`src/core_language_lexer_unit_defines.svh`:
```
// Assertion macros shared by the lexer RTL files.
`ifndef CORE_LANGUAGE_LEXER_UNIT_DEFINES_SVH
`define CORE_LANGUAGE_LEXER_UNIT_DEFINES_SVH
`ifndef NO_ASSERTIONS
`define CLL_ASSERT_IMPLY(label, ante, cons) \
   label: assert property (@(posedge clock) disable iff (reset) (ante) |-> (cons)) \
      else $error("lexer check failed");
`define CLL_ASSERT_NEXT(label, ante, cons) \
   label: assert property (@(posedge clock) disable iff (reset) (ante) |=> (cons)) \
      else $error("lexer check failed");
`else
`define CLL_ASSERT_IMPLY(label, ante, cons)
`define CLL_ASSERT_NEXT(label, ante, cons)
`endif
`endif

```
`src/cll_pkg.sv`:
```
// Token codes and shared types of the lexer.
`default_nettype none
package cll_pkg;

   // Entries of the token queue; keep a power of two, at least two.
   localparam int unsigned TOKEN_FIFO_DEPTH = 4;

   localparam logic [5:0] TOK_ERROR     = 6'd0;
   localparam logic [5:0] TOK_PROGRAM   = 6'd1;
   localparam logic [5:0] TOK_BEGIN     = 6'd2;
   localparam logic [5:0] TOK_END       = 6'd3;
   localparam logic [5:0] TOK_INT       = 6'd4;
   localparam logic [5:0] TOK_IF        = 6'd5;
   localparam logic [5:0] TOK_THEN      = 6'd6;
   localparam logic [5:0] TOK_ELSE      = 6'd7;
   localparam logic [5:0] TOK_WHILE     = 6'd8;
   localparam logic [5:0] TOK_LOOP      = 6'd9;
   localparam logic [5:0] TOK_READ      = 6'd10;
   localparam logic [5:0] TOK_WRITE     = 6'd11;
   localparam logic [5:0] TOK_SEMI      = 6'd12;
   localparam logic [5:0] TOK_COMMA     = 6'd13;
   localparam logic [5:0] TOK_ASSIGN    = 6'd14;
   localparam logic [5:0] TOK_NOT       = 6'd15;
   localparam logic [5:0] TOK_LBRACKET  = 6'd16;
   localparam logic [5:0] TOK_RBRACKET  = 6'd17;
   localparam logic [5:0] TOK_AND       = 6'd18;
   localparam logic [5:0] TOK_OR        = 6'd19;
   localparam logic [5:0] TOK_LPAREN    = 6'd20;
   localparam logic [5:0] TOK_RPAREN    = 6'd21;
   localparam logic [5:0] TOK_PLUS      = 6'd22;
   localparam logic [5:0] TOK_MINUS     = 6'd23;
   localparam logic [5:0] TOK_TIMES     = 6'd24;
   localparam logic [5:0] TOK_NOT_EQUAL = 6'd25;
   localparam logic [5:0] TOK_EQUAL     = 6'd26;
   localparam logic [5:0] TOK_LESS      = 6'd27;
   localparam logic [5:0] TOK_GREATER   = 6'd28;
   localparam logic [5:0] TOK_LESS_EQ   = 6'd29;
   localparam logic [5:0] TOK_GREATER_EQ = 6'd30;
   localparam logic [5:0] TOK_INTEGER   = 6'd31;
   localparam logic [5:0] TOK_IDENT     = 6'd32;
   localparam logic [5:0] TOK_EOF       = 6'd33;

   typedef struct packed {
      logic [5:0] code;
      logic       last;
   } token_type;

   // Tokens produced by one input beat, in order; count is 0, 1 or 2.
   typedef struct packed {
      logic [1:0] count;
      token_type  first;
      token_type  second;
   } push_type;

endpackage
`default_nettype wire

```
`src/cll_scanner.sv`:
```
// Lexer state machine: turns one source byte per beat into up to two tokens.
`default_nettype none
`include "core_language_lexer_unit_defines.svh"
module cll_scanner
   import cll_pkg::*;
(
   input  wire logic       clock,
   input  wire logic       reset,
   input  wire logic       accept,
   input  wire logic [7:0] data_byte,
   input  wire logic       end_of_input,
   output push_type        push
);

   typedef enum logic [3:0] {
      MODE_IDLE,
      MODE_KEYWORD,
      MODE_ID_LET,
      MODE_ID_DIG,
      MODE_INTEGER,
      MODE_GARBAGE,
      MODE_EQ,
      MODE_BANG,
      MODE_LT,
      MODE_GT,
      MODE_AMP,
      MODE_BAR
   } mode_type;

   typedef enum logic [2:0] {
      CLASS_OTHER,
      CLASS_DIGIT,
      CLASS_UPPER,
      CLASS_LOWER,
      CLASS_BLANK,
      CLASS_SYMBOL
   } byte_class_type;

   typedef struct packed {
      mode_type   mode;
      logic [3:0] kw;
      logic [2:0] pos;
      logic       emit;
      logic [5:0] code;
   } start_type;

   mode_type   mode_ff, mode_in;
   logic [3:0] kw_ff, kw_in;
   logic [2:0] pos_ff, pos_in;

   function automatic byte_class_type classify(input logic [7:0] b);
      byte_class_type c;
      if (b >= "0" && b <= "9") c = CLASS_DIGIT;
      else if (b >= "A" && b <= "Z") c = CLASS_UPPER;
      else if (b >= "a" && b <= "z") c = CLASS_LOWER;
      else if (b == " " || b == 8'h09 || b == 8'h0a) c = CLASS_BLANK;
      else if (b == "!" || (b >= "(" && b <= "-") || (b >= ";" && b <= ">") ||
               b == "[" || b == "]" || b == "|") c = CLASS_SYMBOL;
      else c = CLASS_OTHER;
      return c;
   endfunction

   function automatic logic [2:0] kw_len(input logic [3:0] k);
      logic [2:0] len;
      unique case (k)
         TOK_PROGRAM[3:0]: len = 3'd7;
         TOK_BEGIN[3:0]:   len = 3'd5;
         TOK_END[3:0]:     len = 3'd3;
         TOK_INT[3:0]:     len = 3'd3;
         TOK_IF[3:0]:      len = 3'd2;
         TOK_THEN[3:0]:    len = 3'd4;
         TOK_ELSE[3:0]:    len = 3'd4;
         TOK_WHILE[3:0]:   len = 3'd5;
         TOK_LOOP[3:0]:    len = 3'd4;
         TOK_READ[3:0]:    len = 3'd4;
         TOK_WRITE[3:0]:   len = 3'd5;
         default:          len = 3'd0;
      endcase
      return len;
   endfunction

   // Letter p of keyword k; words are left-justified in seven bytes.
   function automatic logic [7:0] kw_char(input logic [3:0] k, input logic [2:0] p);
      logic [55:0] word;
      logic [55:0] shifted;
      unique case (k)
         TOK_PROGRAM[3:0]: word = "program";
         TOK_BEGIN[3:0]:   word = {"begin", 16'h0000};
         TOK_END[3:0]:     word = {"end", 32'h0000_0000};
         TOK_INT[3:0]:     word = {"int", 32'h0000_0000};
         TOK_IF[3:0]:      word = {"if", 40'h00_0000_0000};
         TOK_THEN[3:0]:    word = {"then", 24'h00_0000};
         TOK_ELSE[3:0]:    word = {"else", 24'h00_0000};
         TOK_WHILE[3:0]:   word = {"while", 16'h0000};
         TOK_LOOP[3:0]:    word = {"loop", 24'h00_0000};
         TOK_READ[3:0]:    word = {"read", 24'h00_0000};
         TOK_WRITE[3:0]:   word = {"write", 16'h0000};
         default:          word = 56'd0;
      endcase
      shifted = word << {p, 3'b000};
      return shifted[55:48];
   endfunction

   // Open a new token on byte b, from the idle state or after a word closes.
   function automatic start_type start_token(input logic [7:0] b);
      start_type      s;
      byte_class_type c;
      c = classify(b);
      s.mode = MODE_IDLE;
      s.kw   = 4'd0;
      s.pos  = 3'd0;
      s.emit = 1'b0;
      s.code = TOK_ERROR;
      if (b > 8'd32 && b < 8'd128) begin
         case (b)
            "p": s.kw = TOK_PROGRAM[3:0];
            "b": s.kw = TOK_BEGIN[3:0];
            "e": s.kw = TOK_END[3:0];
            "i": s.kw = TOK_IF[3:0];
            "t": s.kw = TOK_THEN[3:0];
            "w": s.kw = TOK_WHILE[3:0];
            "l": s.kw = TOK_LOOP[3:0];
            "r": s.kw = TOK_READ[3:0];
            default: s.kw = 4'd0;
         endcase
         case (b)
            ";": begin s.emit = 1'b1; s.code = TOK_SEMI; end
            ",": begin s.emit = 1'b1; s.code = TOK_COMMA; end
            "[": begin s.emit = 1'b1; s.code = TOK_LBRACKET; end
            "]": begin s.emit = 1'b1; s.code = TOK_RBRACKET; end
            "(": begin s.emit = 1'b1; s.code = TOK_LPAREN; end
            ")": begin s.emit = 1'b1; s.code = TOK_RPAREN; end
            "+": begin s.emit = 1'b1; s.code = TOK_PLUS; end
            "-": begin s.emit = 1'b1; s.code = TOK_MINUS; end
            "*": begin s.emit = 1'b1; s.code = TOK_TIMES; end
            "=": s.mode = MODE_EQ;
            "!": s.mode = MODE_BANG;
            "<": s.mode = MODE_LT;
            ">": s.mode = MODE_GT;
            "&": s.mode = MODE_AMP;
            "|": s.mode = MODE_BAR;
            default: begin
               if (s.kw != 4'd0) begin
                  s.mode = MODE_KEYWORD;
                  s.pos  = 3'd1;
               end else if (c == CLASS_UPPER) begin
                  s.mode = MODE_ID_LET;
               end else if (c == CLASS_DIGIT) begin
                  s.mode = MODE_INTEGER;
               end else begin
                  s.mode = MODE_GARBAGE;
               end
            end
         endcase
      end
      return s;
   endfunction

   byte_class_type cls;
   start_type      st;
   logic [1:0]     n;
   logic [5:0]     code0, code1;
   logic           go_garbage;
   logic           word_done;
   logic [5:0]     word_code;
   logic [2:0]     len;
   logic           boundary;

   always_comb begin
      cls      = classify(data_byte);
      st       = start_token(data_byte);
      len      = kw_len(kw_ff);
      boundary = (cls == CLASS_BLANK) || (cls == CLASS_SYMBOL);
      mode_in  = mode_ff;
      kw_in    = kw_ff;
      pos_in   = pos_ff;
      n        = 2'd0;
      code0    = TOK_ERROR;
      code1    = TOK_ERROR;
      go_garbage = 1'b0;
      word_done  = 1'b0;
      word_code  = TOK_ERROR;
      if (end_of_input) begin
         // flush the pending token, then mark the end
         unique case (mode_ff)
            MODE_IDLE: begin n = 2'd1; code0 = TOK_EOF; end
            MODE_EQ:   begin n = 2'd2; code0 = TOK_ASSIGN;  code1 = TOK_EOF; end
            MODE_BANG: begin n = 2'd2; code0 = TOK_NOT;     code1 = TOK_EOF; end
            MODE_LT:   begin n = 2'd2; code0 = TOK_LESS;    code1 = TOK_EOF; end
            MODE_GT:   begin n = 2'd2; code0 = TOK_GREATER; code1 = TOK_EOF; end
            default:   begin n = 2'd2; code0 = TOK_ERROR;   code1 = TOK_EOF; end
         endcase
         mode_in = MODE_IDLE;
         kw_in   = 4'd0;
         pos_in  = 3'd0;
      end else begin
         unique case (mode_ff)
            MODE_KEYWORD: begin
               priority if (kw_ff == 4'd0 || kw_ff > TOK_WRITE[3:0]) begin
                  go_garbage = 1'b1;
               end else if (pos_ff < len && kw_char(kw_ff, pos_ff) == data_byte) begin
                  pos_in = pos_ff + 3'd1;
               end else if (pos_ff == 3'd1 &&
                            ((kw_ff == TOK_END[3:0] && data_byte == "l") ||
                             (kw_ff == TOK_IF[3:0] && data_byte == "n") ||
                             (kw_ff == TOK_WHILE[3:0] && data_byte == "r"))) begin
                  // else / int / write share a first letter with end / if / while
                  if (kw_ff == TOK_END[3:0]) kw_in = TOK_ELSE[3:0];
                  else if (kw_ff == TOK_IF[3:0]) kw_in = TOK_INT[3:0];
                  else kw_in = TOK_WRITE[3:0];
                  pos_in = 3'd2;
               end else if (pos_ff == len && boundary) begin
                  word_done = 1'b1;
                  word_code = {2'b00, kw_ff};
               end else begin
                  go_garbage = 1'b1;
               end
            end
            MODE_ID_LET: begin
               if (cls == CLASS_DIGIT) mode_in = MODE_ID_DIG;
               else if (cls != CLASS_UPPER) begin
                  word_done  = boundary;
                  go_garbage = !boundary;
                  word_code  = TOK_IDENT;
               end
            end
            MODE_ID_DIG: begin
               if (cls != CLASS_DIGIT) begin
                  word_done  = boundary;
                  go_garbage = !boundary;
                  word_code  = TOK_IDENT;
               end
            end
            MODE_INTEGER: begin
               if (cls != CLASS_DIGIT) begin
                  word_done  = boundary;
                  go_garbage = !boundary;
                  word_code  = TOK_INTEGER;
               end
            end
            MODE_GARBAGE: go_garbage = 1'b1;
            MODE_EQ, MODE_BANG, MODE_LT, MODE_GT: begin
               if (data_byte == "=") begin
                  n = 2'd1;
                  unique case (mode_ff)
                     MODE_EQ:   code0 = TOK_EQUAL;
                     MODE_BANG: code0 = TOK_NOT_EQUAL;
                     MODE_LT:   code0 = TOK_LESS_EQ;
                     default:   code0 = TOK_GREATER_EQ;
                  endcase
                  mode_in = MODE_IDLE;
                  kw_in   = 4'd0;
                  pos_in  = 3'd0;
               end else begin
                  word_done = 1'b1;
                  unique case (mode_ff)
                     MODE_EQ:   word_code = TOK_ASSIGN;
                     MODE_BANG: word_code = TOK_NOT;
                     MODE_LT:   word_code = TOK_LESS;
                     default:   word_code = TOK_GREATER;
                  endcase
               end
            end
            MODE_AMP, MODE_BAR: begin
               // the byte after & or | is never tested for a blank
               if ((mode_ff == MODE_AMP && data_byte == "&") ||
                   (mode_ff == MODE_BAR && data_byte == "|")) begin
                  n       = 2'd1;
                  code0   = (mode_ff == MODE_AMP) ? TOK_AND : TOK_OR;
                  mode_in = MODE_IDLE;
                  kw_in   = 4'd0;
                  pos_in  = 3'd0;
               end else begin
                  mode_in = MODE_GARBAGE;
               end
            end
            default: begin
               n       = st.emit ? 2'd1 : 2'd0;
               code0   = st.code;
               mode_in = st.mode;
               kw_in   = st.kw;
               pos_in  = st.pos;
            end
         endcase
         if (go_garbage) begin
            mode_in = MODE_GARBAGE;
            if (cls == CLASS_BLANK) begin
               n       = 2'd1;
               code0   = TOK_ERROR;
               mode_in = MODE_IDLE;
               kw_in   = 4'd0;
               pos_in  = 3'd0;
            end
         end
         if (word_done) begin
            // close the word, then let the same byte open the next token
            n       = st.emit ? 2'd2 : 2'd1;
            code0   = word_code;
            code1   = st.code;
            mode_in = st.mode;
            kw_in   = st.kw;
            pos_in  = st.pos;
         end
      end
   end

   always_comb begin
      push.count       = accept ? n : 2'd0;
      push.first.code  = code0;
      push.first.last  = (n == 2'd1);
      push.second.code = code1;
      push.second.last = 1'b1;
   end

   always_ff @(posedge clock) begin
      if (reset) begin
         mode_ff <= MODE_IDLE;
         kw_ff   <= 4'd0;
         pos_ff  <= 3'd0;
      end else if (accept) begin
         mode_ff <= mode_in;
         kw_ff   <= kw_in;
         pos_ff  <= pos_in;
      end
   end

   `CLL_ASSERT_NEXT(eof_returns_idle, accept && end_of_input, mode_ff == MODE_IDLE)
   `CLL_ASSERT_IMPLY(eof_ends_with_eof_token, accept && end_of_input,
      (push.count == 2'd1 && push.first.code == TOK_EOF) ||
      (push.count == 2'd2 && push.second.code == TOK_EOF))
   `CLL_ASSERT_IMPLY(keyword_has_candidate, mode_ff == MODE_KEYWORD,
      kw_ff != 4'd0 && pos_ff != 3'd0)

endmodule
`default_nettype wire

```
`src/cll_token_fifo.sv`:
```
// Token queue: takes up to two tokens per cycle, hands out one per beat.
`default_nettype none
`include "core_language_lexer_unit_defines.svh"
module cll_token_fifo
   import cll_pkg::*;
(
   input  wire logic clock,
   input  wire logic reset,
   input  push_type  push,
   output logic      push_ready,
   output logic      out_valid,
   input  wire logic out_ready,
   output token_type out_token
);

   localparam int unsigned PtrWidth   = $clog2(TOKEN_FIFO_DEPTH);
   localparam int unsigned CountWidth = $clog2(TOKEN_FIFO_DEPTH + 1);

   token_type             tok_ff [TOKEN_FIFO_DEPTH];
   logic [PtrWidth-1:0]   wr_ptr_ff, wr_ptr_in;
   logic [PtrWidth-1:0]   rd_ptr_ff, rd_ptr_in;
   logic [CountWidth-1:0] count_ff, count_in;
   logic                  pop;

   // room for the worst case of two tokens from the next beat
   assign push_ready = count_ff <= CountWidth'(TOKEN_FIFO_DEPTH - 2);
   assign out_valid  = count_ff != '0;
   assign out_token  = tok_ff[rd_ptr_ff];
   assign pop        = out_valid && out_ready;

   always_comb begin
      wr_ptr_in = wr_ptr_ff + PtrWidth'(push.count);
      rd_ptr_in = rd_ptr_ff + PtrWidth'(pop);
      count_in  = count_ff + CountWidth'(push.count) - CountWidth'(pop);
   end

   always_ff @(posedge clock) begin
      if (reset) begin
         wr_ptr_ff <= '0;
         rd_ptr_ff <= '0;
         count_ff  <= '0;
      end else begin
         wr_ptr_ff <= wr_ptr_in;
         rd_ptr_ff <= rd_ptr_in;
         count_ff  <= count_in;
      end
   end

   always_ff @(posedge clock) begin
      if (push.count != 2'd0) tok_ff[wr_ptr_ff] <= push.first;
      if (push.count == 2'd2) tok_ff[wr_ptr_ff + PtrWidth'(1)] <= push.second;
   end

   `CLL_ASSERT_IMPLY(count_in_range, 1'b1, count_ff <= CountWidth'(TOKEN_FIFO_DEPTH))
   `CLL_ASSERT_IMPLY(push_only_with_room, push.count != 2'd0, push_ready)
   `CLL_ASSERT_NEXT(pop_drains_one, pop && push.count == 2'd0,
      count_ff == $past(count_ff) - CountWidth'(1))

endmodule
`default_nettype wire

```
`src/core_language_lexer_unit.sv`:
```
// Top level of the streaming lexer: byte stream in, token code stream out.
//
// One source byte (or an end-of-input beat, req_tlast high) is taken per
// cycle; its tokens are decided in that same cycle by the scanner state
// machine and go into the token queue, which hands them to rsp one token
// per beat, with rsp_tlast on the last token a byte caused. A byte causes
// zero, one or two tokens, so the sustained rate is one byte per cycle while
// the output takes one token per cycle and averages at most one token per
// byte; the four-entry token queue sets the figure otherwise: req_tready
// falls while fewer than two entries are free, so two-token bytes stall the
// source. Skipped bytes and bytes inside a token give no beat.
`default_nettype none
module core_language_lexer_unit
   import cll_pkg::*;
(
   input  wire logic       clock,
   input  wire logic       reset,
   input  wire logic       req_tvalid,
   output logic            req_tready,
   input  wire logic [7:0] req_tdata,   // [7:0] data_byte
   input  wire logic       req_tlast,   // end_of_input
   output logic            rsp_tvalid,
   input  wire logic       rsp_tready,
   output logic [7:0]      rsp_tdata,   // [5:0] token_code, [7:6] zero
   output logic            rsp_tlast    // last_of_run
);

   push_type  push;
   token_type head;
   logic      accept;

   assign accept = req_tvalid && req_tready;

   cll_scanner u_scanner (
      .clock        (clock),
      .reset        (reset),
      .accept       (accept),
      .data_byte    (req_tdata),
      .end_of_input (req_tlast),
      .push         (push)
   );

   cll_token_fifo u_token_fifo (
      .clock      (clock),
      .reset      (reset),
      .push       (push),
      .push_ready (req_tready),
      .out_valid  (rsp_tvalid),
      .out_ready  (rsp_tready),
      .out_token  (head)
   );

   assign rsp_tdata = {2'b00, head.code};
   assign rsp_tlast = head.last;

endmodule
`default_nettype wire

```
`config.mk`:
```
export PLATFORM = sky130hd
export DESIGN_NAME = core_language_lexer_unit
export DESIGN_NICKNAME = d
export VERILOG_FILES = /design/src/cll_pkg.sv /design/src/cll_scanner.sv /design/src/cll_token_fifo.sv /design/src/core_language_lexer_unit.sv
export VERILOG_INCLUDE_DIRS = /design/src /design/src/src
export SDC_FILE = /design/constraint.sdc
export NUM_CORES = 1
export LEC_CHECK = 0
export BUFFER_PORTS_ARGS = -buffer_cell sky130_fd_sc_hd__clkbuf_2
export CELL_PAD_IN_SITES_DETAIL_PLACEMENT = 1
export CELL_PAD_IN_SITES_GLOBAL_PLACEMENT = 2
export CORE_MARGIN = 4
export CORE_UTILIZATION = 40
export CTS_BUF_LIST = sky130_fd_sc_hd__clkbuf_4 sky130_fd_sc_hd__clkbuf_8
export CTS_CLUSTER_DIAMETER = 100
export CTS_CLUSTER_SIZE = 20
export DETAILED_ROUTE_END_ITERATION = 16
export PLACE_DENSITY = 0.83
export SETUP_SLACK_MARGIN = 0.4
export SLEW_MARGIN = 10
export SYNTH_ARGS = -nofsm -noshare
export SYNTH_HDL_FRONTEND = slang
export SYNTH_SLANG_ARGS = --single-unit
```
`constraint.sdc`:
```
create_clock -name clock -period 5.4 [get_ports clock]
set_clock_uncertainty 0.15 [all_clocks]
set_input_delay 0.27 -clock clock [delete_from_list [all_inputs] [get_ports clock]]
set_output_delay 0.27 -clock clock [all_outputs]
set_load 0.02 [all_outputs]
```
* Word level (Yosys, flattened, before mapping)
Memories as Yosys holds them, arrays and structs flattened. A register that Yosys moved wholly into a read port is not among the register bits.
Index checks and enable logic that the tools add are counted.
** Word-level totals
- Flip-flop bits (word level) :: 18
- RAM bits :: 28
- ROM bits :: 736
- Input bits :: 13
- Word-level logic and storage cells :: 240
- Memories kept :: 3
** Memories
- (name not given) :: depth 16, bits a word 43, read ports 1, clocked after Yosys merged registers in 1, wr ports 0, RTL line cll_scanner.sv:86 : unique case (k)
- (name not given) :: depth 16, bits a word 3, read ports 1, clocked after Yosys merged registers in 1, wr ports 0, RTL line cll_scanner.sv:65 : unique case (k)
- u_token_fifo.tok_ff :: depth 4, bits a word 7, read ports 1, clocked after Yosys merged registers in 1, wr ports 2, RTL line cll_token_fifo.sv:19 : token_type tok_ff [TOKEN_FIFO_DEPTH];
** Operators by class
- Add/sub/neg operators :: 6
- $lt $le $gt $ge :: 15
- Equal/unequal tests :: 55
- Shift-type cells :: 1
- Muxes and demuxes :: 111
- Reduce and logical (&&, ||, !) cells :: 43
** Operators with widths (count)
- two-way mux 56 bit :: 3
- == test 8 x 6 -> 1 bit (second input constant) :: 13
- == test 8 x 7 -> 1 bit (second input constant) :: 12
- two-way mux 4 bit :: 24
- two-way mux 6 bit :: 16
- one-hot mux 7 bit (9 select lines) :: 1
- one-hot mux 6 bit (5 select lines) :: 2
- << shifter 56 x 6 -> 56 bit :: 1
- two-way mux 3 bit :: 17
- one-hot mux 4 bit (4 select lines) :: 2
- one-hot mux 4 bit (8 select lines) :: 1
- one-hot mux 4 bit (7 select lines) :: 1
- two-way mux 1 bit :: 27
- >= comparator 8 x 6 -> 1 bit (second input constant) :: 3
- <= comparator 8 x 6 -> 1 bit (second input constant) :: 3
- == test 4 x 3 -> 1 bit (second input constant) :: 5
- == test 4 bit (second input constant) :: 5
- two-way mux 18 bit :: 1
- one-hot mux 6 bit (3 select lines) :: 1
- == test 8 x 4 -> 1 bit (second input constant) :: 2
- >= comparator 8 x 7 -> 1 bit (second input constant) :: 2
- <= comparator 8 x 7 -> 1 bit (second input constant) :: 2
- logical AND 1 bit :: 16
- two-way mux 2 bit :: 8
- 42 further kinds :: 63

* Depth between registers and ports, before layout
- Word-level depth :: 28
- Depth in mapped cells :: 20

* Hierarchy
From an unflattened synthesis, not the netlist that was laid out.
** Second synthesis, totals
- Cell total of the unflattened synthesis :: 698
- Area total of the unflattened synthesis :: 6019.5 µm²
** By module, submodules not included
- cll_scanner :: times used 1, cells an instance 579, area each 4175.3 µm², sequential area each 820.8 µm²
- cll_token_fifo :: times used 1, cells an instance 115, area each 1819.2 µm², sequential area each 980.9 µm²
- core_language_lexer_unit :: times used 1, cells an instance 4, area each 25.0 µm², sequential area each 0.0 µm²

* Least setup slack after synthesis
No wires, ideal clock.
- Path type :: register to register
- From :: register u_scanner.pos_ff[0]
- To :: register with a tool-made name
- Library setup time :: 123 ps
- Arrival time :: 3670 ps
- Data required time :: 5127 ps
- Path slack :: 1456 ps
- Stages on the path, launching flop included :: 16
- Buffers on the path :: 1
- Period minus slack after synthesis :: 3944 ps
- Cells stage by stage :: dfxtp_1 buf_4 mux4_2 a22oi_1 xnor2_1 nor2_2 o2111ai_4 o2111ai_4 nand3_2 or3_1 a32oi_4 nor2_1 inv_1 ha_1 and2_1 or2_2
** RTL lines
- start, declared :: RTL line cll_scanner.sv:49 : logic [2:0] pos_ff, pos_in;
- start signal, assigned :: RTL line cll_scanner.sv:323 : pos_ff <= pos_in;

==> run summary <==
The number of flops mapped to enable cells by yosys is 24. STA classifies the critical path endpoint as a register. The source-to-sink clock delay at the later pin of the worst-skew pair is 0.39 ns. After detailed placement, the design holds a cell count of 850.

In this run the tightest slew margin relative to its limit is 0.402. In this run the clock root is driven by a clkbuf_8. Leaving out filler cells and counting taps, the final layout contains 866. The average vias per placed instance came out at 6.27.

The number of different library cells in the post-synthesis netlist is 95. Setup repair after global routing left no endpoint under its margin. The type of the most critical hold path is input pin to register.

The portion of synthesized cell area occupied by the leading cell type is 0.182. The peak supply drop came out at 0.000289 V. After clock tree synthesis, the clock-pin slew on the worst setup and hold paths is 0.09 ns. Dividing the final minimum period by the clock period gives 0.857.

The number of max-capacitance violations reported came out at 0. The detailed router finished its first iteration with 424 violations. The die covers 16300 sq um. The overall power of the completed layout is 1800 uW. The category of the most critical setup path is register to register. The largest net degree at the start of global routing is 36. The number of top-level pins is 24. The multi-input gate area in the final layout came out at 3650 sq um.

The flow ran to the end, and the final reports show no timing, DRC or antenna violations. The clock buffer count from CTS is 9. The data required time of the worst path is 5.52 ns. The layer flagged by global routing as most heavily used is met2. On the worst path, the slowest cell contributes a delay of 0.63 ns. The cell area after placement is 5910 sq um. The antenna violation net count after detailed routing came out at 0. The sequential-to-total area share from yosys stat came out at 0.307. The global-route met1 utilization is 0.305. The wire length of the first global-routing pass came out at 30200 microns. The synthesized design contains 76 register bits. The wire length after detailed routing came out at 19200 microns. The achievable clock frequency is 0.216 GHz. Counting flops with an async set or reset pin after synthesis yields a share of 0. The power per unit of standard cell area is 293 nW/um^2. The H-tree was split into 3 levels. The dominant register cell in the synthesized netlist is dfxtp_1. The number of vias after detailed routing came out at 5426.

The all-layer global routing usage is 0.236. Across all register-to-register paths, the minimum setup slack is 0.77 ns. The clock net in this run drives a total of 76 sinks.

The starting utilization of the core area is 0.412. The post-detailed-route wirelength per cell is 22.2 microns. The height of the chip came out at 128 microns. The standard-cell row count is 43.

The number of nets in the final layout came out at 712. The number of antenna cells inserted is 0. In the global route stage, met3 resource usage came out at 0.0500. The horizontal die dimension is 128 microns.

The worst setup path is launched from a register. During synthesis, Yosys emitted a total of 0 warnings. The transition time of the tightest slew-check pin is 0.889 ns. After synthesis, the cell types taking the most area are dfxtp_1 18%, edfxtp_1 13%, nand2_1 4.9%. The fraction of layout instances using a drive strength above 1 came out at 0.141. The hold violation total from the final report is 0. The final weighted congestion of routability-driven global placement came out at 0.946. The post-DP HPWL is 14700 microns. Compared with the post-synthesis result, the final layout area differs by 7.11%. The critical-path maximum fanout came out at 10.

Counting instances, the worst hold path has a depth of 4. The total of buffers placed on input and output ports came out at 21. The via count of the first global-routing pass came out at 5480. The launch instance of the worst register-to-register path is u_scanner.pos_ff[0]. The first TritonRoute pass finished after 5 iterations. The clock period could shrink to 4.63 ns. By instance count, the cell type seen most on the critical path is o2111ai_4. The number of antenna violations at the first check in global routing was 0. At the end of the flow the core is filled with cells to 0.441. The mean instance size in the synthesized netlist is 8.36 sq um. The data arrival time of the critical path is 4.75 ns. After global routing the overflow that remains totals 0. The number of inserted filler cells in the final layout came out at 1667.

By count the netlist is led by 75 x nand2_1, 65 x nor2_1, 53 x a21oi_1. The instance count of the mapped netlist came out at 686. The deepest clock path buffer count came out at 2. By instance count, the leading cell after synthesis is nand2_1. For this run, design rule violations remaining after detail routing come to 0. The setup TNS is 0 ns. The hold path startpoint is rsp_tready. Registers take 1760 sq um. The number of max-slew violations in the final report was 0. The netlist area before placement is 5730 sq um. Once layout is done, the placed cells without fillers occupy 6140 sq um. The met2 capacity usage during global routing came out at 0.388. The signal on the critical path passes through mux4_2 > a22oi_2 > xnor2_1 > nor2_2 > o2111ai_4 > o2111ai_4 > nand3_2 > or3_1 > a32oi_4 > nor2_1 > inv_1 > ha_1 > and2_1 > or2_2.

TritonCTS built the clock tree. dfxtp_1 takes more of the synthesized area than any other cell. Setup violations remaining at the end of the flow were counted as 0.

For hold timing, the worst endpoint is u_token_fifo.rd_ptr_ff[0]. The number of cells on the worst reg-to-reg path is 14. The standard cell core area is 13900 sq um.

The slowest stage of the critical path belongs to the cell dfxtp_1. The static leakage is 0.00223 uW.
[layout by cell type (no fill, tap or decap), drive strengths merged, types with 13 or more instances in the layout]
cell	instances
o21ai	35
inv	29
o22ai	17
and2	13
clkbuf	30
dfxtp	52
nand2	75
nand3	21
a21oi	53
nand2b	14
nor2	69
edfxtp	24
nor2b	13
nor3	13
ha	17
[worst max-delay path by stage]
stage | from | to | slack, ns | cells past startpoint
6_report | u_scanner.pos_ff[0] | register | 0.77 | 14
5_1_grt | u_scanner.pos_ff[0] | register | 0.50 | 14
4_1_cts | u_scanner.pos_ff[1] | register | 0.61 | 15
3_5_place_dp | u_scanner.pos_ff[1] | register | 0.63 | 15
3_3_place_gp | u_scanner.pos_ff[1] | register | 0.86 | 15
2_1_floorplan | u_scanner.pos_ff[0] | register | 1.46 | 15
[worst max-delay path, delay by kind of cell, from the launching register on]
family                   cells  cell delay, ns
AO/OA/AOI/OAI                4            1.05
XOR/XNOR                     1            0.09
adder cells (fa/ha/maj)      1            0.32
buffers and inverters        1            0.19
flip-flops                   1            0.63
multiplexers                 1            0.61
AND/OR/NAND/NOR              6            1.48
[power by group]
| part | internal (uW) | total [uW] | switching, uW |
|---|---|---|---|
| registers | 643 | 712 | 68.9 |
| clock network | 269 | 518 | 249 |
| logic | 223 | 572 | 349 |
[routing by layer]
metal / vias to the layer above / wire [microns]
met1: 2665 / 8280
li1: 2540 / -
met2: 176 / 9340
met3: 45 / 1020
met4: 0 / 607
met5: - / 0
[through the flow]
| step | setup slack [ns] | hold slack [ns] |
|---|---|---|
| detailed placement | 0.632 | 0.359 |
| finish | 0.772 | 0.243 |
| CTS | 0.607 | 0.236 |
| global route | 0.496 | 0.306 |
| floorplan | 1.46 | 0.210 |
| global placement | 0.860 | 0.301 |
[logic make-up after synthesis]
kind of cell             share of synthesized area
flip-flops                                   0.307
adder cells (fa/ha/maj)                     0.0406
XOR/XNOR                                    0.0199
multiplexers                                0.0663
other                                     0.000654
AO/OA/AOI/OAI                                0.256
buffers and inverters                       0.0569
AND/OR/NAND/NOR                              0.252
[timing repair]
action | CTS | global route
endpoints found under the setup margin | 0 | 6
hold buffers | 0 | 0
resized for setup | 0 | 1
buffers inserted | 0 | 0
[final cells by class]
cell class,instances,area share
clock buffer,9,0.0202
clock inverter,7,0.0173
inverter,25,0.0153
multi-input combinational,538,0.594
sequential,76,0.287
tap,180,0.0367
timing repair buffer,31,0.0293
Power figures use the tool's default switching activity.
